## config.mk

```make
export PLATFORM = sky130hd
export DESIGN_NAME = ultrasonic_echo_ranger_unit
export DESIGN_NICKNAME = d
export VERILOG_FILES = /design/src/uer_pkg.sv /design/src/uer_step.sv /design/src/ultrasonic_echo_ranger_unit.sv
export VERILOG_INCLUDE_DIRS = /design/src /design/src/src
export SDC_FILE = /design/constraint.sdc
export NUM_CORES = 1
export LEC_CHECK = 0
export ABC_AREA = 1
export BUFFER_PORTS_ARGS = -buffer_cell sky130_fd_sc_hd__buf_2
export CAP_MARGIN = 15
export CELL_PAD_IN_SITES_DETAIL_PLACEMENT = 1
export CELL_PAD_IN_SITES_GLOBAL_PLACEMENT = 2
export CORE_MARGIN = 4
export CORE_UTILIZATION = 36
export CTS_BUF_LIST = sky130_fd_sc_hd__clkbuf_16
export CTS_CLUSTER_SIZE = 16
export DETAILED_ROUTE_END_ITERATION = 10
export PLACE_DENSITY = 0.81
export SLEW_MARGIN = 5
export SYNTH_ARGS = -nofsm -noshare
export SYNTH_HDL_FRONTEND = slang
export SYNTH_HIERARCHICAL = 1
export SYNTH_SLANG_ARGS = --single-unit
```

## constraint.sdc

```tcl
create_clock -name clock -period 9.4 [get_ports clock]
set_clock_uncertainty 0.1 [all_clocks]
set_input_delay 0.94 -clock clock [delete_from_list [all_inputs] [get_ports clock]]
set_output_delay 0.94 -clock clock [all_outputs]
set_load 0.01 [all_outputs]
```

## src/ultrasonic_echo_ranger_unit_assert.svh

```systemverilog
// Assertion macros for the ultrasonic echo ranger unit.
// Depends on nothing; the including module supplies clock and reset names.
`ifndef ULTRASONIC_ECHO_RANGER_UNIT_ASSERT_SVH
`define ULTRASONIC_ECHO_RANGER_UNIT_ASSERT_SVH

// Same-cycle implication, disabled while reset is high.
`define UER_ASSERT_IMP(lbl, clk, rst, ante, cons) \
   lbl: assert property (@(posedge clk) disable iff (rst) (ante) |-> (cons)) \
      else $error("uer assertion failed: same-cycle implication");

// Next-cycle implication, disabled while reset is high.
`define UER_ASSERT_NXT(lbl, clk, rst, ante, cons) \
   lbl: assert property (@(posedge clk) disable iff (rst) (ante) |=> (cons)) \
      else $error("uer assertion failed: next-cycle implication");

`endif

```

## src/uer_pkg.sv

```systemverilog
// Package for the ultrasonic echo ranger: types, register codes and constants.
// Used by uer_step and ultrasonic_echo_ranger_unit; depends on nothing.
package uer_pkg;

   localparam int COUNT_WIDTH_DEF = 24;
   localparam int DIST_WIDTH      = 19;
   localparam int DIST_SHIFT      = 24;

   localparam logic [DIST_WIDTH-1:0] DIST_MULT = 19'd287728;
   localparam logic [DIST_WIDTH-1:0] DIST_MAX  = 19'd287727;

   localparam logic [15:0] BURST_RESET   = 16'd2400;
   localparam logic [15:0] BLANK_RESET   = 16'd24000;
   localparam logic [11:0] CARRIER_RESET = 12'd408;
   localparam logic [23:0] TIMEOUT_RESET = 24'd1048575;

   typedef enum logic [1:0] {
      PH_IDLE   = 2'd0,
      PH_BURST  = 2'd1,
      PH_BLANK  = 2'd2,
      PH_LISTEN = 2'd3
   } phase_type;

   typedef enum logic [1:0] {
      CSR_BURST   = 2'd0,
      CSR_BLANK   = 2'd1,
      CSR_CARRIER = 2'd2,
      CSR_TIMEOUT = 2'd3
   } csr_index_type;

   typedef struct packed {
      logic [15:0] burst_ticks;
      logic [15:0] blank_ticks;
      logic [11:0] carrier_half_ticks;
      logic [23:0] timeout_ticks;
   } cfg_type;

   typedef struct packed {
      phase_type   phase;
      logic [15:0] phase_count;
      logic [11:0] carrier_count;
      logic        carrier_level;
      logic        echo_prev;
   } core_state_type;

   typedef struct packed {
      logic                  tx_drive;
      logic                  busy_res;
      logic                  done_res;
      logic                  timed_out;
      logic [DIST_WIDTH-1:0] distance_x16;
   } result_type;

endpackage

```

## src/uer_step.sv

```systemverilog
// Next-state and result logic for one timer tick of the echo ranger.
// Depends on uer_pkg; purely combinational, registered by the top level.
module uer_step
   import uer_pkg::*;
#(
   parameter int COUNT_WIDTH = COUNT_WIDTH_DEF
) (
   input  cfg_type                cfg,
   input  core_state_type         cur,
   input  logic [COUNT_WIDTH-1:0] tick_cur,
   input  logic                   start_req,
   input  logic                   echo,
   output core_state_type         nxt,
   output logic [COUNT_WIDTH-1:0] tick_nxt,
   output result_type             res
);

   localparam int CMP_W  = (COUNT_WIDTH > 24) ? COUNT_WIDTH : 24;
   localparam int PROD_W = COUNT_WIDTH + DIST_WIDTH;
   localparam logic [COUNT_WIDTH-1:0] CNT_MAX = {COUNT_WIDTH{1'b1}};

   logic [PROD_W-1:0] prod;
   logic [PROD_W-1:0] prod_sh;
   logic              done;
   logic              tout;

   // Distance from the updated count: count * 287728 >> 24, saturated.
   assign prod    = PROD_W'(tick_nxt) * PROD_W'(DIST_MULT);
   assign prod_sh = prod >> DIST_SHIFT;

   always_comb begin
      logic [11:0] cc_inc;
      logic [15:0] pc_inc;
      nxt       = cur;
      tick_nxt  = tick_cur;
      done      = 1'b0;
      tout      = 1'b0;
      cc_inc    = cur.carrier_count + 12'd1;
      pc_inc    = cur.phase_count + 16'd1;
      nxt.echo_prev = echo;

      if (cur.phase == PH_IDLE) begin
         if (start_req) begin
            nxt.phase         = PH_BURST;
            tick_nxt          = '0;
            nxt.phase_count   = '0;
            nxt.carrier_count = '0;
            nxt.carrier_level = 1'b1;
         end
      end else begin
         if (tick_cur != CNT_MAX) begin
            tick_nxt = tick_cur + COUNT_WIDTH'(1);
         end

         case (cur.phase)
            PH_BURST: begin
               if (cc_inc >= cfg.carrier_half_ticks) begin
                  nxt.carrier_count = '0;
                  nxt.carrier_level = ~cur.carrier_level;
               end else begin
                  nxt.carrier_count = cc_inc;
               end
               if (pc_inc >= cfg.burst_ticks) begin
                  nxt.phase_count   = '0;
                  nxt.carrier_count = '0;
                  nxt.carrier_level = 1'b0;
                  nxt.phase = (cfg.blank_ticks == 16'd0) ? PH_LISTEN : PH_BLANK;
               end else begin
                  nxt.phase_count = pc_inc;
               end
            end
            PH_BLANK: begin
               if (pc_inc >= cfg.blank_ticks) begin
                  nxt.phase_count = '0;
                  nxt.phase       = PH_LISTEN;
               end else begin
                  nxt.phase_count = pc_inc;
               end
            end
            PH_LISTEN: begin
               done = echo & ~cur.echo_prev;
            end
            default: begin
               done = 1'b0;
            end
         endcase

         // The echo edge takes precedence over the timeout on the same tick.
         if (!done && ((CMP_W'(tick_nxt) >= CMP_W'(cfg.timeout_ticks)) ||
                       (tick_nxt == CNT_MAX))) begin
            done = 1'b1;
            tout = 1'b1;
         end

         if (done) begin
            nxt.phase         = PH_IDLE;
            nxt.phase_count   = '0;
            nxt.carrier_count = '0;
            nxt.carrier_level = 1'b0;
         end
      end
   end

   always_comb begin
      res.tx_drive  = nxt.carrier_level;
      res.busy_res  = (nxt.phase != PH_IDLE);
      res.done_res  = done;
      res.timed_out = tout;
      if (!done) begin
         res.distance_x16 = '0;
      end else if (prod_sh > PROD_W'(DIST_MAX)) begin
         res.distance_x16 = DIST_MAX;
      end else begin
         res.distance_x16 = prod_sh[DIST_WIDTH-1:0];
      end
   end

endmodule

```

## src/ultrasonic_echo_ranger_unit.sv

```systemverilog
// Ultrasonic time-of-flight ranger top level: state registers, result register and APB port.
// Depends on uer_pkg, uer_step and ultrasonic_echo_ranger_unit_assert.svh.
// The result of a tick is registered and presented in the cycle after its transfer is accepted.
// Throughput: one tick per cycle via the single uer_step, unless a held result stalls it.
// Reset (synchronous, active high) returns control registers to defaults, the block to idle.
`include "ultrasonic_echo_ranger_unit_assert.svh"

module ultrasonic_echo_ranger_unit
   import uer_pkg::*;
#(
   parameter int COUNT_WIDTH = COUNT_WIDTH_DEF
) (
   input  logic        clock,
   input  logic        reset,
   // Tick input channel.
   input  logic        req_valid,
   output logic        req_ready,
   input  logic        req_start_req,
   input  logic        req_echo,
   // Result channel.
   output logic        rsp_valid,
   input  logic        rsp_ready,
   output logic        rsp_tx_drive,
   output logic        rsp_busy_res,
   output logic        rsp_done_res,
   output logic        rsp_timed_out,
   output logic [18:0] rsp_distance_x16,
   // Configuration port, APB style.
   input  logic        psel,
   input  logic        penable,
   input  logic        pwrite,
   input  logic [3:0]  paddr,
   input  logic [31:0] pwdata,
   output logic [31:0] prdata,
   output logic        pready
);

   // Configuration registers. The four registers sit at byte offsets 0, 4, 8
   // and 12, so the word index is simply paddr[3:2].
   cfg_type cfg_ff, cfg_in;

   // Measurement state. The phase counter, carrier counter and echo history
   // travel together as one struct; the tick counter is parameterised and is
   // kept apart.
   core_state_type         state_ff, state_in;
   logic [COUNT_WIDTH-1:0] tick_ff, tick_in;

   // Result register. A new tick is accepted whenever the register is empty
   // or its contents are being taken in the same cycle, so a stalled result
   // never holds up the tick stream longer than the consumer does.
   result_type result_ff, result_in;
   logic       rsp_valid_ff, rsp_valid_in;

   logic          req_fire;
   logic          cfg_write;
   csr_index_type csr_idx;

   assign pready    = 1'b1;
   assign csr_idx   = csr_index_type'(paddr[3:2]);
   assign cfg_write = psel & penable & pwrite;

   assign req_ready = ~rsp_valid_ff | rsp_ready;
   assign req_fire  = req_valid & req_ready;

   // Register writes take effect at once, even mid-measurement.
   always_comb begin
      cfg_in = cfg_ff;
      if (cfg_write) begin
         case (csr_idx)
            CSR_BURST:   cfg_in.burst_ticks        = pwdata[15:0];
            CSR_BLANK:   cfg_in.blank_ticks        = pwdata[15:0];
            CSR_CARRIER: cfg_in.carrier_half_ticks = pwdata[11:0];
            CSR_TIMEOUT: cfg_in.timeout_ticks      = pwdata[23:0];
            default:     cfg_in = cfg_ff;
         endcase
      end
   end

   always_comb begin
      case (csr_idx)
         CSR_BURST:   prdata = {16'd0, cfg_ff.burst_ticks};
         CSR_BLANK:   prdata = {16'd0, cfg_ff.blank_ticks};
         CSR_CARRIER: prdata = {20'd0, cfg_ff.carrier_half_ticks};
         CSR_TIMEOUT: prdata = {8'd0, cfg_ff.timeout_ticks};
         default:     prdata = '0;
      endcase
   end

   // All of the per-tick work: phase sequencing, carrier toggling, edge
   // detection, timeout and the distance scaling.
   core_state_type         step_state;
   logic [COUNT_WIDTH-1:0] step_tick;
   result_type             step_res;

   uer_step #(
      .COUNT_WIDTH (COUNT_WIDTH)
   ) u_step (
      .cfg       (cfg_ff),
      .cur       (state_ff),
      .tick_cur  (tick_ff),
      .start_req (req_start_req),
      .echo      (req_echo),
      .nxt       (step_state),
      .tick_nxt  (step_tick),
      .res       (step_res)
   );

   // State only advances on an accepted transfer; idle cycles leave it alone.
   always_comb begin
      state_in     = state_ff;
      tick_in      = tick_ff;
      result_in    = result_ff;
      rsp_valid_in = rsp_valid_ff & ~rsp_ready;
      if (req_fire) begin
         state_in     = step_state;
         tick_in      = step_tick;
         result_in    = step_res;
         rsp_valid_in = 1'b1;
      end
   end

   always_ff @(posedge clock) begin
      if (reset) begin
         cfg_ff.burst_ticks        <= BURST_RESET;
         cfg_ff.blank_ticks        <= BLANK_RESET;
         cfg_ff.carrier_half_ticks <= CARRIER_RESET;
         cfg_ff.timeout_ticks      <= TIMEOUT_RESET;
         state_ff.phase            <= PH_IDLE;
         state_ff.phase_count      <= '0;
         state_ff.carrier_count    <= '0;
         state_ff.carrier_level    <= 1'b0;
         state_ff.echo_prev        <= 1'b0;
         tick_ff                   <= '0;
         rsp_valid_ff              <= 1'b0;
      end else begin
         cfg_ff       <= cfg_in;
         state_ff     <= state_in;
         tick_ff      <= tick_in;
         rsp_valid_ff <= rsp_valid_in;
      end
   end

   // The result payload needs no reset: it is qualified by rsp_valid.
   always_ff @(posedge clock) begin
      result_ff <= result_in;
   end

   assign rsp_valid        = rsp_valid_ff;
   assign rsp_tx_drive     = result_ff.tx_drive;
   assign rsp_busy_res     = result_ff.busy_res;
   assign rsp_done_res     = result_ff.done_res;
   assign rsp_timed_out    = result_ff.timed_out;
   assign rsp_distance_x16 = result_ff.distance_x16;

   // A finished measurement always reports the block as no longer busy.
   `UER_ASSERT_IMP(a_done_not_busy, clock, reset, rsp_valid && rsp_done_res, !rsp_busy_res)
   // A timeout is only ever flagged together with done.
   `UER_ASSERT_IMP(a_tout_with_done, clock, reset, rsp_valid && rsp_timed_out, rsp_done_res)
   // The carrier is only ever high during the burst phase.
   `UER_ASSERT_IMP(a_carrier_burst, clock, reset, state_ff.carrier_level,
      state_ff.phase == PH_BURST)
   // An accepted tick always leaves a result waiting in the next cycle.
   `UER_ASSERT_NXT(a_fire_gives_result, clock, reset, req_fire, rsp_valid)

endmodule
```

=== After elaboration in Yosys (flattened, before gate mapping) ===
Cells that the tools add are included.

* Add/sub/neg operators: 3
* $lt $le $gt $ge: 5
* Bitwise operators: 11
* Equality and inequality tests: 9
* Reductions and logical operators: 16
* Multiplexer cells: 26
* $mul: 1

{| class="wikitable"
|+ Operator list
! cell !! number
|-
| $pmux W32 S4 || 1
|-
| $mux W24 || 4
|-
| $mux W31 || 3
|-
| $mul A24 B15 Y39 const B || 1
|-
| $pmux W18 S2 || 1
|-
| $ge A16 B16 Y1 || 2
|-
| $mux W16 || 2
|-
| $mux W13 || 2
|-
| $add A24 B1 Y24 const B || 1
|-
| $eq A24 B24 Y1 const B || 1
|-
| $ge A24 B24 Y1 || 1
|-
| $ne A24 B24 Y1 const B || 1
|-
| $gt A19 B19 Y1 const B || 1
|-
| $mux W19 || 1
|-
| $add A16 B1 Y16 const B || 1
|-
| $logic_not A16 Y1 || 1
|-
| $add A12 B1 Y12 const B || 1
|-
| $ge A12 B12 Y1 || 1
|-
| $mux W12 || 1
|-
| $mux W1 || 9
|-
| $eq A2 B2 Y1 const B || 4
|-
| $reduce_and A2 Y1 || 4
|-
| $reduce_and A3 Y1 || 2
|-
| $and A1 B1 Y1 || 5
|-
| 13 further kinds || 20
|}

* Flip-flop bits (word level): 148
* Output and inout port bits: 58

=== Depth between registers and ports, before layout ===
* Word-level depth: 11
* Depth in mapped cells: 44
* Depth with buffers taken out: 41

=== Hierarchy ===
The synthesis kept the hierarchy.

{| class="wikitable"
|+ Modules (own cells, without submodules)
! module !! area an instance (µm²) !! times used !! sequential area each (µm²) !! cells each
|-
| uer_step || 11617.4 || 1 || 0.0 || 1796
|-
| ultrasonic_echo_ranger_unit || 5833.1 || 1 || 3193.1 || 748
|}

=== Least setup slack after synthesis ===
OpenSTA, ideal clock, no wires.

* Kind: input to register
* Start: input req_start_req
* End: register result_ff (netlist bit rsp_distance_x16[1]) (data pin)
* Buffers on the path: 3
* Library setup time: 0.257 ns
* Setup slack: 2.133 ns
* Data arrival time: 6.911 ns
* Required time: 9.043 ns
* Cell stages on the path: 30
* Path through: nor2_1 clkbuf_1 buf_1 a22oi_1 inv_1 fa_1 inv_1 fa_1 inv_1 ha_1 fa_1 fa_1 inv_1 fa_1 inv_1 ha_1 nand2_1 nor2_1 nand2_1 nor4_1 nand3b_1 nand4_1 nand2_1 nor2_1 nand3_1 nand2_1 nand2_1 buf_2 nor2_1 nor2_1

* Cells in the longest elaborated chain, start to end: 5

{| class="wikitable"
|+ Ends and longest elaborated chain
! element !! line !! text
|-
| start, declared || ultrasonic_echo_ranger_unit.sv:18 || <nowiki>input logic req_start_req,</nowiki>
|-
| $mux W24 * || uer_step.sv:43 || <nowiki>if (start_req) begin</nowiki>
|-
| $mux W24 * || uer_step.sv:42 || <nowiki>if (cur.phase == PH_IDLE) begin</nowiki>
|-
| named net step_tick[21] || ultrasonic_echo_ranger_unit.sv:92 || <nowiki>logic [COUNT_WIDTH-1:0] step_tick;</nowiki>
|-
| $mul A24 B15 Y39 * || uer_step.sv:28 || <nowiki>assign prod = PROD_W'(tick_nxt) * PROD_W'(DIST_MULT);</nowiki>
|-
| $gt A19 B19 Y1 || uer_step.sv:111 || <nowiki>end else if (prod_sh > PROD_W'(DIST_MAX)) begin</nowiki>
|-
| $mux W19 * || uer_step.sv:111 ||
|-
| end signal, assigned || ultrasonic_echo_ranger_unit.sv:145 || <nowiki>result_ff <= result_in;</nowiki>
|-
| end, declared || ultrasonic_echo_ranger_unit.sv:51 || <nowiki>result_type result_ff, result_in;</nowiki>
|}

Mark *: on every way through the listed nets, which the timed path passes. The rest lies on a longest branch.
A chain may end at the register's enable or synchronous reset.

=== Final worst setup path ===
* Start: register state_ff[30] (netlist bit)
* End: register result_ff (netlist bit rsp_distance_x16[7]) (data pin)

* Elaborated cells between the ends (all ways): 13

{| class="wikitable"
|+ RTL lines
! element !! line !! text
|-
| start, declared || ultrasonic_echo_ranger_unit.sv:45 || <nowiki>core_state_type state_ff, state_in;</nowiki>
|-
| start signal, assigned || ultrasonic_echo_ranger_unit.sv:137 || <nowiki>state_ff <= state_in;</nowiki>
|-
| $logic_not A2 Y1 * || uer_step.sv:42 ||
|-
| $mux W24 * || uer_step.sv:42 ||
|-
| named net step_tick[7] || ultrasonic_echo_ranger_unit.sv:92 ||
|-
| $mul A24 B15 Y39 * || uer_step.sv:28 ||
|-
| $gt A19 B19 Y1 || uer_step.sv:111 ||
|-
| $mux W19 * || uer_step.sv:111 ||
|}

Mark *: on every way through the listed nets, which the timed path passes. The rest lies on a longest branch. The select of a mux whose other input is x is not followed.

==> flow_metrics.py <==
metrics = {
    "layout": {
        "utilization_pct": 39.7,
        "fillers": 6181,
        "antenna_cells": 0,
        "finish.instance_area_um2": 19000,
        "synthToLayoutAreaGrowth_pct": 8.73,
        "drive_above_1_share_pct": 7.03,
        "layout.nets": 2962,
    },
    "setup_path": {
        "start_kind": "flop",
        "crit_path_start": "state_ff[30]",
        "r2r_slack_ns": 0.54,
        "timing.rr.start": "state_ff[30]",
        "slowest_stage": "o21ai_0",
        "crit_path_max_incr_delay_ns": 0.70,
        "crit_fanout": 13,
        "endpoint_kind": "flop",
        "crit_arrival_ns": 8.96,
        "crit_required_ns": 9.50,
        "path_common_cell": "inv_1",
        "worstSetupPathType": "reg2reg",
    },
    "timing": {
        "finalCritPeriodShare_pct": 94.3,
        "worst_pin_slew_ns": 1.03,
        "relSlewSlack_pct": 31.3,
        "tns_ns": 0,
        "period_needed_ns": 8.86,
        "setup_ws_ns": 0.540,
        "max_freq_mhz": 113,
        "rsz0062_at_grt": "no",
        "hold_viol_final": 0,
        "drv_slew": 0,
        "finalSetupViolations": 0,
    },
    "routing": {
        "via_count": 16600,
        "via_per_inst": 5.15,
        "detail-route-antenna-nets": 0,
        "drt_iter0_drc": 744,
        "totalWireLength_um": 59700,
        "dr.pass1.iters": 5,
        "drcViolationCount": 0,
        "wire_per_inst_um": 18.6,
    },
    "synth": {
        "yosys_warnings": 6,
        "synthArstFlopShare_pct": 0,
        "syn_area_um2": 17500,
        "seq_area_frac_synth_pct": 18.3,
        "synthCells": 2544,
        "dominantRegCellSynth": "dfxtp_1",
        "synth_edf_count": 23,
        "ys_ff_latch": 148,
        "syn_avg_cell_area_um2": 6.86,
        "yosysUniqueCellTypes": 45,
    },
    "placed_design": {
        "dp_hpwl_um": 48800,
        "placed_cell_area_um2": 18300,
        "numPortBuffers": 83,
        "place_ws_ns": 0.387,
        "routabilityCongestion": 0.878,
    },
    "clocking": {
        "cts_buffer_depth": 2,
        "cts_max_level": 4,
        "cts.reportedPaths.clkPinSlew_ns": 0.07,
        "cts.repair.resized": 0,
        "numCtsBuffers": 17,
        "cts_tree": "built",
        "clk-insertion-delay-late_ns": 0.48,
        "post-cts-setup-buffers": 0,
        "clock-root-buffer": "clkbuf_16",
        "cts.sinks": 148,
        "hold_buffers": 0,
    },
    "floorplanning": {
        "die-area_um2": 52100,
        "core_area_um2": 47800,
        "ioPinCount": 103,
        "die_w_um": 228,
        "floorplan.initialDensity_pct": 36.5,
        "rows": 80,
        "die_h_um": 228,
    },
    "global_route": {
        "grt_max_degree": 93,
        "antenna_found_initial": 1,
        "grt_pass1_vias": 17500,
        "grt_use_met1_pct": 29.0,
        "busiest_layer": "met2",
        "grt_pass1_wl_um": 95900,
        "grt-ovfl-total": 0,
        "grt_usage_pct": 23.1,
        "met2_usage_pct": 41.1,
        "met3_usage_pct": 3.27,
    },
    "pwr": {
        "total_power_mw": 3.80,
        "p_per_area_nw_per_um2": 200,
        "vdd_drop_max_mv": 0.150,
        "leakagePower_nw": 10.3,
    },
    "status": {
        "status": "finished, final reports clean",
    },
    "min_path": {
        "hold_class": "reg2reg",
        "worstHoldStart": "cfg_ff[12]",
    },
    "flow_run": {
        "maxCapViolCount": 0,
    },
}
[registers in the layout, indices dropped and copies added (netlist names)]
register          cells
cfg_ff               68
rsp_busy_res          1
tick_ff              24
rsp_done_res          1
rsp_valid             1
rsp_timed_out         1
state_ff             32
rsp_distance_x16     19
rsp_tx_drive          1
[synth_stat cells (3+ instances only)]
library cell,n,area share (%)
nand4_1,43,1.5
clkbuf_1,32,0.69
xnor2_1,15,0.75
nor2_1,356,7.7
a21oi_1,100,2.9
nand3b_1,9,0.39
buf_4,24,1.0
nand3_1,155,4.4
a22oi_1,15,0.65
o211ai_1,16,0.69
fa_1,106,12
a22o_1,4,0.20
nor2_2,5,0.18
xor2_1,37,1.9
edfxtp_1,23,4.0
nor2_4,7,0.45
ha_1,222,16
nand2_1,558,12
buf_6,8,0.52
inv_2,3,0.065
nand4_2,9,0.65
dfxtp_1,125,14
nor3_1,14,0.40
buf_2,19,0.54
nor4_1,8,0.29
o22ai_1,10,0.36
o21ai_0,129,3.7
inv_1,440,9.5
nand2_2,5,0.18
o21bai_1,10,0.43
a21o_1,9,0.39
o21ai_1,11,0.32
[cells in the final DEF, fill, tap and decap left out, types with 8 or more instances in the layout]
master,n
a21o_1,9
a21oi_1,100
a22oi_1,12
buf_2,83
buf_4,22
clkbuf_16,18
conb_1,9
dfxtp_1,125
edfxtp_1,23
fa_1,106
ha_1,222
inv_1,438
nand2_1,558
nand3_1,155
nand3b_1,9
nand4_1,43
nand4_2,9
nor2_1,353
nor2_2,8
nor3_1,14
nor4_1,8
o211ai_1,16
o21ai_0,128
o21ai_1,12
o21bai_1,10
o22ai_1,10
xnor2_1,15
xor2_1,37
[path summary, 6_finish.rpt]
kind | to | cells past startpoint
worst max-delay path | rsp_distance_x16[7] | 33
worst min-delay path | cfg_ff[12] | 2
worst max register to register | rsp_distance_x16[7] | 33
worst min register to register | cfg_ff[12] | 2
[layout make-up]
class | instances | area, µm² | area share (%)
sequential | 148 | 3190 | 16.8
multi-input combinational | 1873 | 12100 | 63.9
clock inverter | 14 | 185 | 0.976
timing repair buffer | 105 | 581 | 3.06
tap | 615 | 769 | 4.06
clock buffer | 18 | 450 | 2.37
inverter | 444 | 1670 | 8.79
[routing by layer]
metal	wire [µm]	up-vias
met2	29700	234
met1	26700	8116
met3	1610	75
li1	-	8145
met5	0	-
met4	1710	0
[cells by family after synthesis]
family	Yosys count	synth area share (%)
and+or+nand+nor	1177	28.7
DFF	148	18.3
xor gates and xnor gates	52	2.61
buffers and inverters	530	12.5
AOI/OAI and AO/OA	307	9.74
adders and majority gates	328	28.1
other	2	0.0430
[power breakdown]
group          switching (mW)  internal [mW]  leakage, nW
Combinational            1.52          0.791         8.75
Clock                   0.346          0.420        0.310
Sequential             0.0396          0.687         1.25
Total                    1.90           1.90         10.3
[per-stage QoR]
step | hold slack, ns | std cells
2_1_floorplan | 0.350 | 2551
3_3_place_gp | 0.366 | 3185
3_5_place_dp | 0.381 | 3185
4_1_cts | 0.395 | 3217
5_1_grt | 0.419 | 3217
6_report | 0.390 | 3217
[critical path, delay by kind of cell, from the launching register on]
kind / cells / cell delay (ns)
AND/OR/NAND/NOR: 13 / 2.66
buffers and inverters: 10 / 1.32
AO/OA/AOI/OAI: 2 / 1.08
flip-flops: 1 / 0.33
adder cells (fa/ha/maj): 8 / 3.09
Note: power is estimated with default switching activity, not from simulation.
